===== src/design/bsh64_pkg.sv =====
`timescale 1ns / 1ps

package bsh64_pkg;

  localparam int unsigned MIX_W       = 64;
  localparam int unsigned COUNT_W     = 32;
  localparam int unsigned BYTE_W      = 8;
  localparam int unsigned BLOCK_BYTES = 24;
  localparam int unsigned LANE_BYTES  = 8;
  localparam int unsigned HOLD_W      = 56;
  localparam int unsigned POS_W       = $clog2(BLOCK_BYTES);
  localparam int unsigned LANE_SHIFT  = $clog2(LANE_BYTES);
  localparam int unsigned BYTE_IDX_W  = $clog2(LANE_BYTES);
  localparam int unsigned LANE_SEL_W  = 2;

  localparam logic [LANE_SEL_W-1:0] LANE_A = 2'd0;
  localparam logic [LANE_SEL_W-1:0] LANE_B = 2'd1;
  localparam logic [LANE_SEL_W-1:0] LANE_C = 2'd2;

  localparam logic [MIX_W-1:0] GOLDEN     = 64'h9e37_79b9_7f4a_7c13;
  localparam logic [MIX_W-1:0] SEED_RESET = 64'habcd_ef00_1122_3344;

  // one mix is four groups of three rows, one row per cycle
  localparam int unsigned MIX_GROUPS = 4;
  localparam int unsigned MIX_GRP_W  = $clog2(MIX_GROUPS);
  localparam int unsigned SHIFT_A [MIX_GROUPS] = '{43, 38, 35, 12};
  localparam int unsigned SHIFT_B [MIX_GROUPS] = '{9, 23, 49, 18};
  localparam int unsigned SHIFT_C [MIX_GROUPS] = '{8, 5, 11, 22};

  localparam logic [1:0] MIX_PH_A = 2'd0;
  localparam logic [1:0] MIX_PH_B = 2'd1;
  localparam logic [1:0] MIX_PH_C = 2'd2;

  localparam int unsigned QUEUE_DEPTH = 2;
  localparam int unsigned QPTR_W      = (QUEUE_DEPTH > 1) ? $clog2(QUEUE_DEPTH) : 1;
  localparam int unsigned QCNT_W      = $clog2(QUEUE_DEPTH + 1);

  typedef struct packed {
    logic [MIX_W-1:0]   word_a;
    logic [MIX_W-1:0]   word_b;
    logic [MIX_W-1:0]   word_c;
    logic [MIX_W-1:0]   seed;
    logic [COUNT_W-1:0] count;
    logic               start;
    logic               full;
    logic               key_end;
    logic               is_empty;
  } job_t;

  typedef enum logic [1:0] {
    BK_IDLE,
    BK_ADDC,
    BK_MIX,
    BK_EMIT
  } back_state_e;

endpackage


===== src/design/bsh64_if.sv =====
`timescale 1ns / 1ps

interface bsh64_key_if;
  logic       valid;
  logic       ready;
  logic [7:0] key_byte;
  logic       key_last;
  logic       key_empty;

  modport source (output valid, key_byte, key_last, key_empty, input ready);
  modport sink   (input valid, key_byte, key_last, key_empty, output ready);
endinterface

interface bsh64_cfg_if;
  logic        valid;
  logic        ready;
  logic [63:0] seed;

  modport source (output valid, seed, input ready);
  modport sink   (input valid, seed, output ready);
endinterface

interface bsh64_hash_if;
  logic        valid;
  logic        ready;
  logic [63:0] hash_value;

  modport source (output valid, hash_value, input ready);
  modport sink   (input valid, hash_value, output ready);
endinterface


===== src/design/bsh64_front.sv =====
`timescale 1ns / 1ps

module bsh64_front (
  input  logic              clk_i,
  input  logic              rst_ni,
  bsh64_key_if.sink         key_i,
  bsh64_cfg_if.sink         cfg_i,
  output bsh64_pkg::job_t   job_o,
  output logic              job_valid_o,
  input  logic              job_ready_i
);
  import bsh64_pkg::*;

  logic [MIX_W-1:0]   seed_q, seed_d;
  logic [MIX_W-1:0]   key_seed_q, key_seed_d;
  logic [COUNT_W-1:0] count_q, count_d;
  logic [POS_W-1:0]   pos_q, pos_d;
  logic               start_pend_q, start_pend_d;
  logic [MIX_W-1:0]   word_a_q, word_a_d;
  logic [MIX_W-1:0]   word_b_q, word_b_d;
  logic [HOLD_W-1:0]  hold_q, hold_d;

  logic                  accept;
  logic                  first;
  logic [POS_W-1:0]      p;
  logic [LANE_SEL_W-1:0] lane;
  logic [BYTE_IDX_W-1:0] idx;
  logic                  full;
  logic [COUNT_W-1:0]    count_inc;
  logic [MIX_W-1:0]      na, nb, nc;

  assign cfg_i.ready = 1'b1;
  assign key_i.ready = job_ready_i;
  assign accept      = key_i.valid && key_i.ready;

  always_comb begin
    first     = (count_q == '0);
    p         = first ? '0 : pos_q;
    lane      = LANE_SEL_W'(p >> LANE_SHIFT);
    idx       = BYTE_IDX_W'(p);
    full      = (p == POS_W'(BLOCK_BYTES - 1));
    count_inc = count_q + 1'b1;

    na = first ? '0 : word_a_q;
    nb = first ? '0 : word_b_q;
    nc = first ? '0 : {{(MIX_W - HOLD_W){1'b0}}, hold_q};
    case (lane)
      LANE_A:  na[{idx, 3'b000} +: BYTE_W] = key_i.key_byte;
      LANE_B:  nb[{idx, 3'b000} +: BYTE_W] = key_i.key_byte;
      default: nc[{idx, 3'b000} +: BYTE_W] = key_i.key_byte;
    endcase

    job_o.word_a   = na;
    job_o.word_b   = nb;
    job_o.word_c   = nc;
    job_o.seed     = first ? seed_q : key_seed_q;
    job_o.count    = count_inc;
    job_o.start    = first || start_pend_q;
    job_o.full     = full;
    job_o.key_end  = key_i.key_last;
    job_o.is_empty = key_i.key_empty;
    job_valid_o    = accept && (key_i.key_empty || key_i.key_last || full);

    seed_d       = (cfg_i.valid && cfg_i.ready) ? cfg_i.seed : seed_q;
    key_seed_d   = key_seed_q;
    count_d      = count_q;
    pos_d        = pos_q;
    start_pend_d = start_pend_q;
    word_a_d     = word_a_q;
    word_b_d     = word_b_q;
    hold_d       = hold_q;

    if (accept) begin
      if (key_i.key_empty || key_i.key_last) begin
        count_d      = '0;
        pos_d        = '0;
        start_pend_d = 1'b0;
      end else begin
        count_d    = count_inc;
        key_seed_d = first ? seed_q : key_seed_q;
        if (full) begin
          pos_d        = '0;
          start_pend_d = 1'b0;
          word_a_d     = '0;
          word_b_d     = '0;
          hold_d       = '0;
        end else begin
          pos_d        = p + 1'b1;
          start_pend_d = first || start_pend_q;
          word_a_d     = na;
          word_b_d     = nb;
          hold_d       = nc[HOLD_W-1:0];
        end
      end
    end
  end

  always_ff @(posedge clk_i or negedge rst_ni) begin
    if (!rst_ni) begin
      seed_q       <= SEED_RESET;
      count_q      <= '0;
      pos_q        <= '0;
      start_pend_q <= 1'b0;
    end else begin
      seed_q       <= seed_d;
      count_q      <= count_d;
      pos_q        <= pos_d;
      start_pend_q <= start_pend_d;
    end
  end

  always_ff @(posedge clk_i) begin
    key_seed_q <= key_seed_d;
    word_a_q   <= word_a_d;
    word_b_q   <= word_b_d;
    hold_q     <= hold_d;
  end

endmodule


===== src/design/bsh64_queue.sv =====
`timescale 1ns / 1ps

module bsh64_queue (
  input  logic              clk_i,
  input  logic              rst_ni,
  input  bsh64_pkg::job_t   push_data_i,
  input  logic              push_valid_i,
  output logic              push_ready_o,
  output bsh64_pkg::job_t   pop_data_o,
  output logic              pop_valid_o,
  input  logic              pop_ready_i
);
  import bsh64_pkg::*;

  job_t              mem_q [QUEUE_DEPTH];
  logic [QPTR_W-1:0] wr_ptr_q, wr_ptr_d;
  logic [QPTR_W-1:0] rd_ptr_q, rd_ptr_d;
  logic [QCNT_W-1:0] cnt_q, cnt_d;
  logic              push, pop;

  function automatic logic [QPTR_W-1:0] ptr_inc(input logic [QPTR_W-1:0] ptr);
    return (ptr == QPTR_W'(QUEUE_DEPTH - 1)) ? '0 : ptr + 1'b1;
  endfunction

  assign push_ready_o = (cnt_q != QCNT_W'(QUEUE_DEPTH));
  assign pop_valid_o  = (cnt_q != '0);
  assign pop_data_o   = mem_q[rd_ptr_q];
  assign push         = push_valid_i && push_ready_o;
  assign pop          = pop_valid_o && pop_ready_i;

  always_comb begin
    wr_ptr_d = push ? ptr_inc(wr_ptr_q) : wr_ptr_q;
    rd_ptr_d = pop ? ptr_inc(rd_ptr_q) : rd_ptr_q;
    cnt_d    = cnt_q;
    if (push && !pop) begin
      cnt_d = cnt_q + 1'b1;
    end else if (pop && !push) begin
      cnt_d = cnt_q - 1'b1;
    end
  end

  always_ff @(posedge clk_i or negedge rst_ni) begin
    if (!rst_ni) begin
      wr_ptr_q <= '0;
      rd_ptr_q <= '0;
      cnt_q    <= '0;
    end else begin
      wr_ptr_q <= wr_ptr_d;
      rd_ptr_q <= rd_ptr_d;
      cnt_q    <= cnt_d;
    end
  end

  always_ff @(posedge clk_i) begin
    if (push) begin
      mem_q[wr_ptr_q] <= push_data_i;
    end
  end

endmodule


===== src/design/bsh64_back.sv =====
`timescale 1ns / 1ps

module bsh64_back (
  input  logic              clk_i,
  input  logic              rst_ni,
  input  bsh64_pkg::job_t   job_i,
  input  logic              job_valid_i,
  output logic              job_ready_o,
  bsh64_hash_if.source      hash_o
);
  import bsh64_pkg::*;

  back_state_e          state_q, state_d;
  logic [MIX_W-1:0]     a_q, a_d, b_q, b_d, c_q, c_d;
  logic [COUNT_W-1:0]   cnt_q, cnt_d;
  logic [MIX_GRP_W-1:0] grp_q, grp_d;
  logic [1:0]           ph_q, ph_d;
  logic                 pend_count_q, pend_count_d;
  logic                 emit_q, emit_d;
  logic                 out_valid_q, out_valid_d;
  logic [MIX_W-1:0]     hash_q, hash_d;

  logic                 slot_free;
  logic                 load_out;
  logic [MIX_W-1:0]     out_val;
  logic [MIX_W-1:0]     a0, b0, c0;
  logic                 last_row;
  logic [MIX_W-1:0]     sh_a [MIX_GROUPS];
  logic [MIX_W-1:0]     sh_b [MIX_GROUPS];
  logic [MIX_W-1:0]     sh_c [MIX_GROUPS];

  assign slot_free         = !out_valid_q || hash_o.ready;
  assign hash_o.valid      = out_valid_q;
  assign hash_o.hash_value = hash_q;

  always_comb begin
    for (int g = 0; g < MIX_GROUPS; g++) begin
      sh_a[g] = c_q >> SHIFT_A[g];
      sh_b[g] = a_q << SHIFT_B[g];
      sh_c[g] = b_q >> SHIFT_C[g];
    end
  end

  always_comb begin
    state_d      = state_q;
    a_d          = a_q;
    b_d          = b_q;
    c_d          = c_q;
    cnt_d        = cnt_q;
    grp_d        = grp_q;
    ph_d         = ph_q;
    pend_count_d = pend_count_q;
    emit_d       = emit_q;
    job_ready_o  = 1'b0;
    load_out     = 1'b0;
    out_val      = c_q;
    a0           = job_i.start ? job_i.seed : a_q;
    b0           = job_i.start ? job_i.seed : b_q;
    c0           = job_i.start ? GOLDEN : c_q;
    last_row     = (grp_q == MIX_GRP_W'(MIX_GROUPS - 1)) && (ph_q == MIX_PH_C);

    unique case (state_q)
      BK_IDLE: begin
        if (job_valid_i) begin
          if (job_i.is_empty) begin
            if (slot_free) begin
              job_ready_o = 1'b1;
              load_out    = 1'b1;
              out_val     = '0;
            end
          end else begin
            job_ready_o = 1'b1;
            a_d   = a0 + job_i.word_a;
            b_d   = b0 + job_i.word_b;
            cnt_d = job_i.count;
            grp_d = '0;
            ph_d  = MIX_PH_A;
            if (job_i.full) begin
              c_d          = c0 + job_i.word_c;
              pend_count_d = job_i.key_end;
              emit_d       = 1'b0;
              state_d      = BK_MIX;
            end else begin
              // partial tail: held c bytes go one byte position up
              c_d     = c0 + {job_i.word_c[HOLD_W-1:0], {BYTE_W{1'b0}}};
              state_d = BK_ADDC;
            end
          end
        end
      end
      BK_ADDC: begin
        c_d          = c_q + {{(MIX_W - COUNT_W){1'b0}}, cnt_q};
        pend_count_d = 1'b0;
        emit_d       = 1'b1;
        grp_d        = '0;
        ph_d         = MIX_PH_A;
        state_d      = BK_MIX;
      end
      BK_MIX: begin
        case (ph_q)
          MIX_PH_A: a_d = (a_q - b_q - c_q) ^ sh_a[grp_q];
          MIX_PH_B: b_d = (b_q - c_q - a_q) ^ sh_b[grp_q];
          default:  c_d = (c_q - a_q - b_q) ^ sh_c[grp_q];
        endcase
        if (ph_q == MIX_PH_C) begin
          ph_d  = MIX_PH_A;
          grp_d = grp_q + 1'b1;
        end else begin
          ph_d = ph_q + 1'b1;
        end
        if (last_row) begin
          if (pend_count_q) begin
            state_d = BK_ADDC;
          end else if (emit_q) begin
            state_d = BK_EMIT;
          end else begin
            state_d = BK_IDLE;
          end
        end
      end
      BK_EMIT: begin
        if (slot_free) begin
          load_out = 1'b1;
          out_val  = c_q;
          emit_d   = 1'b0;
          state_d  = BK_IDLE;
        end
      end
      default: state_d = BK_IDLE;
    endcase

    out_valid_d = load_out ? 1'b1 : (out_valid_q && !hash_o.ready);
    hash_d      = load_out ? out_val : hash_q;
  end

  always_ff @(posedge clk_i or negedge rst_ni) begin
    if (!rst_ni) begin
      state_q      <= BK_IDLE;
      grp_q        <= '0;
      ph_q         <= MIX_PH_A;
      pend_count_q <= 1'b0;
      emit_q       <= 1'b0;
      out_valid_q  <= 1'b0;
    end else begin
      state_q      <= state_d;
      grp_q        <= grp_d;
      ph_q         <= ph_d;
      pend_count_q <= pend_count_d;
      emit_q       <= emit_d;
      out_valid_q  <= out_valid_d;
    end
  end

  always_ff @(posedge clk_i) begin
    a_q    <= a_d;
    b_q    <= b_d;
    c_q    <= c_d;
    cnt_q  <= cnt_d;
    hash_q <= hash_d;
  end

endmodule


===== src/design/byte_stream_hash64_top.sv =====
`timescale 1ns / 1ps

// channel  dir  payload                              word moved
// key_i    in   key_byte[7:0] key_last key_empty     one key byte or an empty-key mark
// cfg_i    in   seed[63:0]                           new seed, always ready
// hash_o   out  hash_value[63:0]                     hash of one finished key
//
// the front takes one key byte per cycle while the queue has room, so long keys stream;
// it packs 24-byte blocks, and a block, a key end or an empty key becomes a job in a
// two-entry queue; the back runs one mix as 12 rows, one row per cycle, and takes a job
// only when idle: a full block is take, 12 rows; a key end is take, count add, 12 rows,
// emit, with its block mixed first when it ends on a block boundary
// rst_ni clears the key state and loads the default seed; no clearing pass is needed
// a stalled hash_o holds its word; key bytes are still taken until the queue fills

module byte_stream_hash64_top (
  input  logic          clk_i,
  input  logic          rst_ni,
  bsh64_key_if.sink     key_i,
  bsh64_cfg_if.sink     cfg_i,
  bsh64_hash_if.source  hash_o
);
  import bsh64_pkg::*;

  // front to queue
  job_t push_job;
  logic push_valid;
  logic push_ready;

  // queue to back
  job_t pop_job;
  logic pop_valid;
  logic pop_ready;

  bsh64_front u_front (
    .clk_i       (clk_i),
    .rst_ni      (rst_ni),
    .key_i       (key_i),
    .cfg_i       (cfg_i),
    .job_o       (push_job),
    .job_valid_o (push_valid),
    .job_ready_i (push_ready)
  );

  bsh64_queue u_queue (
    .clk_i        (clk_i),
    .rst_ni       (rst_ni),
    .push_data_i  (push_job),
    .push_valid_i (push_valid),
    .push_ready_o (push_ready),
    .pop_data_o   (pop_job),
    .pop_valid_o  (pop_valid),
    .pop_ready_i  (pop_ready)
  );

  bsh64_back u_back (
    .clk_i       (clk_i),
    .rst_ni      (rst_ni),
    .job_i       (pop_job),
    .job_valid_i (pop_valid),
    .job_ready_o (pop_ready),
    .hash_o      (hash_o)
  );

`ifndef SYNTH
  // a key end or an empty key always becomes a job in the same cycle
  a_end_pushes_job: assert property (@(posedge clk_i) disable iff (!rst_ni)
    key_i.valid && key_i.ready && (key_i.key_last || key_i.key_empty) |-> push_valid)
    else $error("key end accepted without a job");

  // the front never offers a job the queue cannot take
  a_push_has_room: assert property (@(posedge clk_i) disable iff (!rst_ni)
    push_valid |-> push_ready)
    else $error("job pushed into a full queue");

  // an empty-key job gives a zero hash in the next cycle
  a_empty_gives_zero: assert property (@(posedge clk_i) disable iff (!rst_ni)
    pop_valid && pop_ready && pop_job.is_empty |=> hash_o.valid && (hash_o.hash_value == '0))
    else $error("empty key did not give a zero hash");
`endif

endmodule


===== src/flat_wrapper.sv =====
// flat-port wrapper written by rule: the top's interface ports become plain ports
module byte_stream_hash64_top_flat import bsh64_pkg::*;
  (clk_i, rst_ni, key_i_valid, key_i_key_byte, key_i_key_last, key_i_key_empty, key_i_ready, cfg_i_valid, cfg_i_seed, cfg_i_ready, hash_o_valid, hash_o_hash_value, hash_o_ready);
  bsh64_key_if key_i_i ();
  bsh64_cfg_if cfg_i_i ();
  bsh64_hash_if hash_o_i ();
  input  logic clk_i;
  input  logic rst_ni;
  input wire logic [$bits(key_i_i.valid)-1:0] key_i_valid;
  input wire logic [$bits(key_i_i.key_byte)-1:0] key_i_key_byte;
  input wire logic [$bits(key_i_i.key_last)-1:0] key_i_key_last;
  input wire logic [$bits(key_i_i.key_empty)-1:0] key_i_key_empty;
  output wire logic [$bits(key_i_i.ready)-1:0] key_i_ready;
  input wire logic [$bits(cfg_i_i.valid)-1:0] cfg_i_valid;
  input wire logic [$bits(cfg_i_i.seed)-1:0] cfg_i_seed;
  output wire logic [$bits(cfg_i_i.ready)-1:0] cfg_i_ready;
  output wire logic [$bits(hash_o_i.valid)-1:0] hash_o_valid;
  output wire logic [$bits(hash_o_i.hash_value)-1:0] hash_o_hash_value;
  input wire logic [$bits(hash_o_i.ready)-1:0] hash_o_ready;
  assign key_i_i.valid = key_i_valid;
  assign key_i_i.key_byte = key_i_key_byte;
  assign key_i_i.key_last = key_i_key_last;
  assign key_i_i.key_empty = key_i_key_empty;
  assign key_i_ready = key_i_i.ready;
  assign cfg_i_i.valid = cfg_i_valid;
  assign cfg_i_i.seed = cfg_i_seed;
  assign cfg_i_ready = cfg_i_i.ready;
  assign hash_o_valid = hash_o_i.valid;
  assign hash_o_hash_value = hash_o_i.hash_value;
  assign hash_o_i.ready = hash_o_ready;
  byte_stream_hash64_top u_core (.clk_i(clk_i), .rst_ni(rst_ni), .key_i(key_i_i), .cfg_i(cfg_i_i), .hash_o(hash_o_i));
endmodule

===== config.mk =====
export PLATFORM = sky130hd
export DESIGN_NAME = byte_stream_hash64_top_flat
export DESIGN_NICKNAME = d
export VERILOG_FILES = /design/src/design/bsh64_pkg.sv /design/src/design/bsh64_if.sv /design/src/design/bsh64_front.sv /design/src/design/bsh64_queue.sv /design/src/design/bsh64_back.sv /design/src/design/byte_stream_hash64_top.sv /design/src/flat_wrapper.sv
export SDC_FILE = /design/constraint.sdc
export NUM_CORES = 2
export LEC_CHECK = 0
export BUFFER_PORTS_ARGS = -buffer_cell sky130_fd_sc_hd__buf_2
export CELL_PAD_IN_SITES_DETAIL_PLACEMENT = 0
export CELL_PAD_IN_SITES_GLOBAL_PLACEMENT = 2
export CORE_ASPECT_RATIO = 0.9
export CORE_UTILIZATION = 41
export DETAILED_ROUTE_END_ITERATION = 8
export HOLD_SLACK_MARGIN = 0.12
export PLACE_DENSITY = 0.81
export SYNTH_ARGS = -nofsm -noshare
export SYNTH_HDL_FRONTEND = slang
export SYNTH_HIERARCHICAL = 1
export SYNTH_SLANG_ARGS = --single-unit

===== constraint.sdc =====
create_clock -name clk_i -period 27.6 [get_ports clk_i]
set_input_delay 1.38 -clock clk_i [delete_from_list [all_inputs] [get_ports clk_i]]
set_output_delay 1.38 -clock clk_i [all_outputs]
set_load 0.02 [all_outputs]

; After elaboration in Yosys (flattened, before gate mapping)
; Memories as Yosys holds them, arrays and structs flattened.
; Cells that the tools add are included.
; Widths: inputs -> output; s select.
[totals]
in_bits = 79
output_inout_bits = 67
latchBits = 0
mem_count = 1
regBits = 651
ramBits = 584
rom_bits = 0
[memory_table]
columns = name, depth, word_bits, rd, rd_ports_with_merged_regs, wr, line_no
row1 = u_core.u_queue.mem_q, 2, 292, 1, 0, 1, bsh64_queue.sv:15  ; job_t mem_q [QUEUE_DEPTH];
[classes]
magnitude_cmp = 1
addsub = 20
n_div = 0
multipliers = 0
n_eq_ne = 18
bitwise = 6
muxes = 82
reduce_logical = 38
shifts = 2
[op_table]
columns = cell, n
row1 = $mux 64, 29
row2 = $bmux 64 s2, 3
row3 = $sub 64x64->64, 6
row4 = $add 64x64->64, 4
row5 = $pmux 64 s2, 2
row6 = $bwmux 64, 3
row7 = $pmux 64 s3, 1
row8 = $xor 64x64->64, 3
row9 = $add 64x32->64, 1
row10 = $shift 8x8->64 const A, 1
row11 = $shiftx 8x8->64, 1
row12 = $mux 56, 1
row13 = $add 32x1->32 const B, 1
row14 = $logic_not 32->1, 1
row15 = $mux 32, 1
row16 = $mux 2, 13
row17 = $reduce_and 4->1, 6
row18 = $mux 1, 20
row19 = $mux 5, 3
row20 = $ne 2x2->1 const B, 6
row21 = $pmux 2 s3, 2
row22 = $eq 2x2->1 const B, 4
row23 = $logic_and 1x1->1, 8
row24 = $ne 2x1->1 const B, 4
row25 = 22 further kinds, 43

; Longest topological paths before layout
[logic_depth]
word_depth = 10
ltp_mapped = 23

; Modules after synthesis
; The synthesis kept the hierarchy.
[by_module_without_submodules]
columns = module, n_inst, seq_area_each_um2, cells_each, area_each_um2
row1 = bsh64_back, 1, 8873.5, 6127, 49755.2
row2 = bsh64_queue, 1, 17636.9, 927, 22441.5
row3 = bsh64_front, 1, 10033.4, 1589, 17202.7

; Least setup slack after synthesis
; OpenSTA, ideal clock, no wires.
[synth_path]
path_type = reg-to-reg
start = register u_core.u_front.count_q[0]
end = memory u_core/u_queue/mem_q[0][0] (netlist name), enable pin
stages_incl_launch_ff = 17
required_time_ns = 26.649
slack_ns = 12.048
n_path_buf = 2
period_less_slack_ns = 15.552
setup_time_ns = 0.951
arrival_ns = 14.601
cell_sequence = dfrtp_1 -> inv_1 -> ha_1 -> nor4b_1 -> nand4_1 -> or3_1 -> buf_2 -> clkbuf_1 -> nand2_1 -> inv_1 -> ha_1 -> nand2_1 -> nor3_1 -> nand2_1 -> a21oi_1 -> nand2_1 -> nor2_1
[synth_via]
elab_chain_len = 8
[synth_rtl]
columns = item, line_no
row1 = start: declaration, bsh64_front.sv:16  ; logic [COUNT_W-1:0] count_q, count_d;
row2 = start signal: assignment, bsh64_front.sv:106  ; count_q <= count_d;
row3 = $logic_not 32->1, bsh64_front.sv:37  ; first = (count_q == '0);
row4 = $mux 5, bsh64_front.sv:38  ; p = first ? '0 : pos_q;
row5 = $eq 5x5->1, bsh64_front.sv:41  ; full = (p == POS_W'(BLOCK_BYTES - 1));
row6 = $logic_or 1x1->1, bsh64_front.sv:62  ; job_valid_o = accept && (key_i.key_empty || key_i.key_last || full);
row7 = $logic_and 1x1->1, bsh64_front.sv:62
row8 = net u_core.push_valid, byte_stream_hash64_top.sv:27  ; logic push_valid;
row9 = $logic_and 1x1->1, bsh64_queue.sv:28  ; assign push = push_valid_i && push_ready_o;
row10 = $mux 1, bsh64_queue.sv:55  ; if (push) begin
row11 = $mux 1 (not written as such), bsh64_queue.sv:56  ; mem_q[wr_ptr_q] <= push_data_i;
row12 = end: declaration, bsh64_queue.sv:15
; The timed path passes the listed nets, and every way through them passes these cells.

==> impl_metrics.ini <==
[worst_setup_path]
crit_required_ns = 28.15
start_kind = flip-flop
crit_fanout = 110
critPathBufInv = 2
slowest_delay_ns = 0.92
path_cells = mux2_8 > buf_4 > buf_4 > o21ai_0 > ha_1 > nand4_1 > nor4_1 > o221ai_1 > a31oi_1 > o31ai_1 > a31oi_1 > a21oi_1 > o31a_1 > a21oi_1 > xnor2_1 > mux2i_1
worstPathArrival_ns = 7.76
crit_type = flip-flop to flip-flop
critPathSlowestCell = buf_4
worstSetupEndpointType = flip-flop
crit_family = compound AO/OA/AOI/OAI gates

[synthesis]
postSynthCellCount = 8643
synth_nets = 9398
ys_top_cells_by_area = edfxtp_1, ha_1, xnor2_1
synth_cell_type_count = 115
synth_warnings = 6
synthFlopType = edfxtp_1
synth_edf_count = 1120
post_synth.cell_area_avg_um2 = 10.3
synth-seq-cells = 1235
synth_most_common_cell = edfxtp_1
syn_area_mm2 = 0.0894
yosysTopAreaCellShare_pct = 37.6
async_reset_ff_share_pct = 9.31
ys_seq_area_share_pct = 40.9
synth_top_cell_by_area = edfxtp_1
synthTopCellsByCount = edfxtp_1, nor2_1, nand2_1

[place]
gp_congestion = 0.973
place_hpwl_um = 265000
dp_worst_setup_slack_ns = 20.37
portBuffers = 144

[clocking]
clock_latency_ns = 0.84
clk_pin_slew_worst_paths_ns = 0.06
cts.hold.buffers_added = 0
cts-buffers-inserted = 141
cts_setup_buffers = 0
cts_root_buf = clkbuf_16
h-tree-depth = 4
cts_resized = 0
clock_path_buffers = 3
cts.sinks = 1235
cts_tree = yes

[final_layout]
n_fill_cell = 20500
fin_util_pct = 44.8
drive_gt1_share_pct = 12.1
nets = 9287
area_growth_pct = 8.51

[timing]
setup-tns-final_ns = 0
finClkSkew_ns = 0.0682
period_needed_ns = 7.22
hold_viol = 0
fin_ws_ns = 20.38
fin_crit_sh_pct = 26.1
clock.fmax_mhz = 139
setup_viol = 0
grt_setup_unrepaired = no
tightest_slew_ns = 1.19
slew_headroom_pct = 20.3
slew_viol_final = 0

[grt]
grt_start_max_net_pins = 140
grt_usage_pct = 30.4
grt-ovfl-total = 0
antenna_found_initial = 16
grt_pass1_wl_um = 483000
first_global_vias = 67000

[route]
viasPerCell = 6.04
routedWlPerCell_um = 29.5
drt-initial-drc-count = 8050
drt-pass1-iter-count = 6
wirelength_um = 340000
ant_nets = 0
vias = 69600
drc = 0

[die]
die_y_um = 445
fp.dieW_um = 494
row_count = 162
die_area_mm2 = 0.220
core_area_mm2 = 0.217
io_pins = 146
start_util_pct = 41.3

[flow_run]
cap_viol_max_count = 0

[outcome]
outcome = finished, final reports clean

[min_path]
hp-class = flip-flop to flip-flop
-- per-layer routing --
layer	share of wire, %	GRT usage (%)	vias to the layer above
li1	-	-	31200
met1	47	45.8	35000
met2	42	44.0	2969
met3	8.1	5.23	434
met4	3.2	9.26	0
met5	0	0	-
-- layout make-up --
class                           count  area (um^2)  share of cell area, %
Timing Repair Buffer              239         1470                   1.51
Sequential cell                  1235        36600                   37.7
Multi-Input combinational cell   6575        49400                   50.9
Clock inverter                     86         1010                   1.04
Clock buffer                      172         3720                   3.83
Tap cell                         2870         3590                   3.70
Antenna cell                        8         20.0                 0.0206
Inverter                          340         1280                   1.32
-- state kept, by name, indices dropped and copies added (netlist names), 5 cells and up --
| signal | cells |
|---|---|
| u_core/u_back/a_q | 64 |
| u_core/u_back/b_q | 64 |
| u_core/u_back/c_q | 64 |
| u_core/u_back/cnt_q | 32 |
| u_core/u_back/hash_o.hash_value | 64 |
| u_core/u_front/count_q | 32 |
| u_core/u_front/hold_q | 56 |
| u_core/u_front/key_seed_q | 64 |
| u_core/u_front/pos_q | 5 |
| u_core/u_front/seed_q | 64 |
| u_core/u_front/word_a_q | 64 |
| u_core/u_front/word_b_q | 64 |
| u_core/u_queue/mem_q | 584 |
-- cells by family after synthesis --
family                   Yosys count  share of synthesized area [%]
AND/OR/NAND/NOR                 2401                           12.0
AO/OA/AOI/OAI                   2146                           15.1
flip-flops                      1235                           40.9
buffers and inverters            833                           4.06
XOR/XNOR                         677                           6.63
adder cells (fa/ha/maj)          676                           11.1
multiplexers                     674                           10.3
other                              1                        0.00419
-- per-stage QoR --
step           area, um^2  std cells  hold slack [ns]
2_1_floorplan       89400       8643            0.456
3_3_place_gp        92300      11300            0.475
3_5_place_dp        92300      11300            0.489
4_1_cts             97000      11500            0.501
5_1_grt             97000      11500            0.518
6_report            97000      11500            0.501
-- worst register-to-register path, delay by kind of cell, from the launching register on --
| kind | cells | cell delay (ns) |
|---|---|---|
| compound gates | 8 | 2.45 |
| buf+inv | 2 | 1.74 |
| simple gates | 2 | 0.75 |
| mux | 2 | 0.74 |
| flops | 1 | 0.62 |
| fa+ha+maj | 1 | 0.52 |
| xor+xnor | 1 | 0.15 |
-- path summary, 6_finish.rpt --
check	slack (ns)	to	cells past startpoint	startpoint
max	20.38	u_core/u_back/b_q[62]	16	u_core/u_queue/rd_ptr_q
min	0.50	u_core/u_queue/cnt_q[1]	1	u_core/u_queue/cnt_q[1]
max in group asynchronous	25.89	u_core/u_front/seed_q[53]	2	rst_ni
min reg2reg	0.50	u_core/u_queue/cnt_q[1]	1	u_core/u_queue/cnt_q[1]
max reg2reg	20.38	u_core/u_back/b_q[62]	16	u_core/u_queue/rd_ptr_q
min in group asynchronous	0.55	u_core/u_front/seed_q[14]	1	rst_ni
-- cell usage in the layout (no fill, tap or decap), types with 238 or more instances in the layout --
cell type	instances
edfxtp_1	1120
ha_1	480
xnor2_1	486
nor2_1	846
mux2_4	269
o21ai_0	519
nand2_1	816
a21o_1	260
mux2i_1	238
inv_1	336
a21oi_1	687
Power is not shown: default switching activity piles up to over one toggle a cycle in this logic, so the estimate is an artifact.
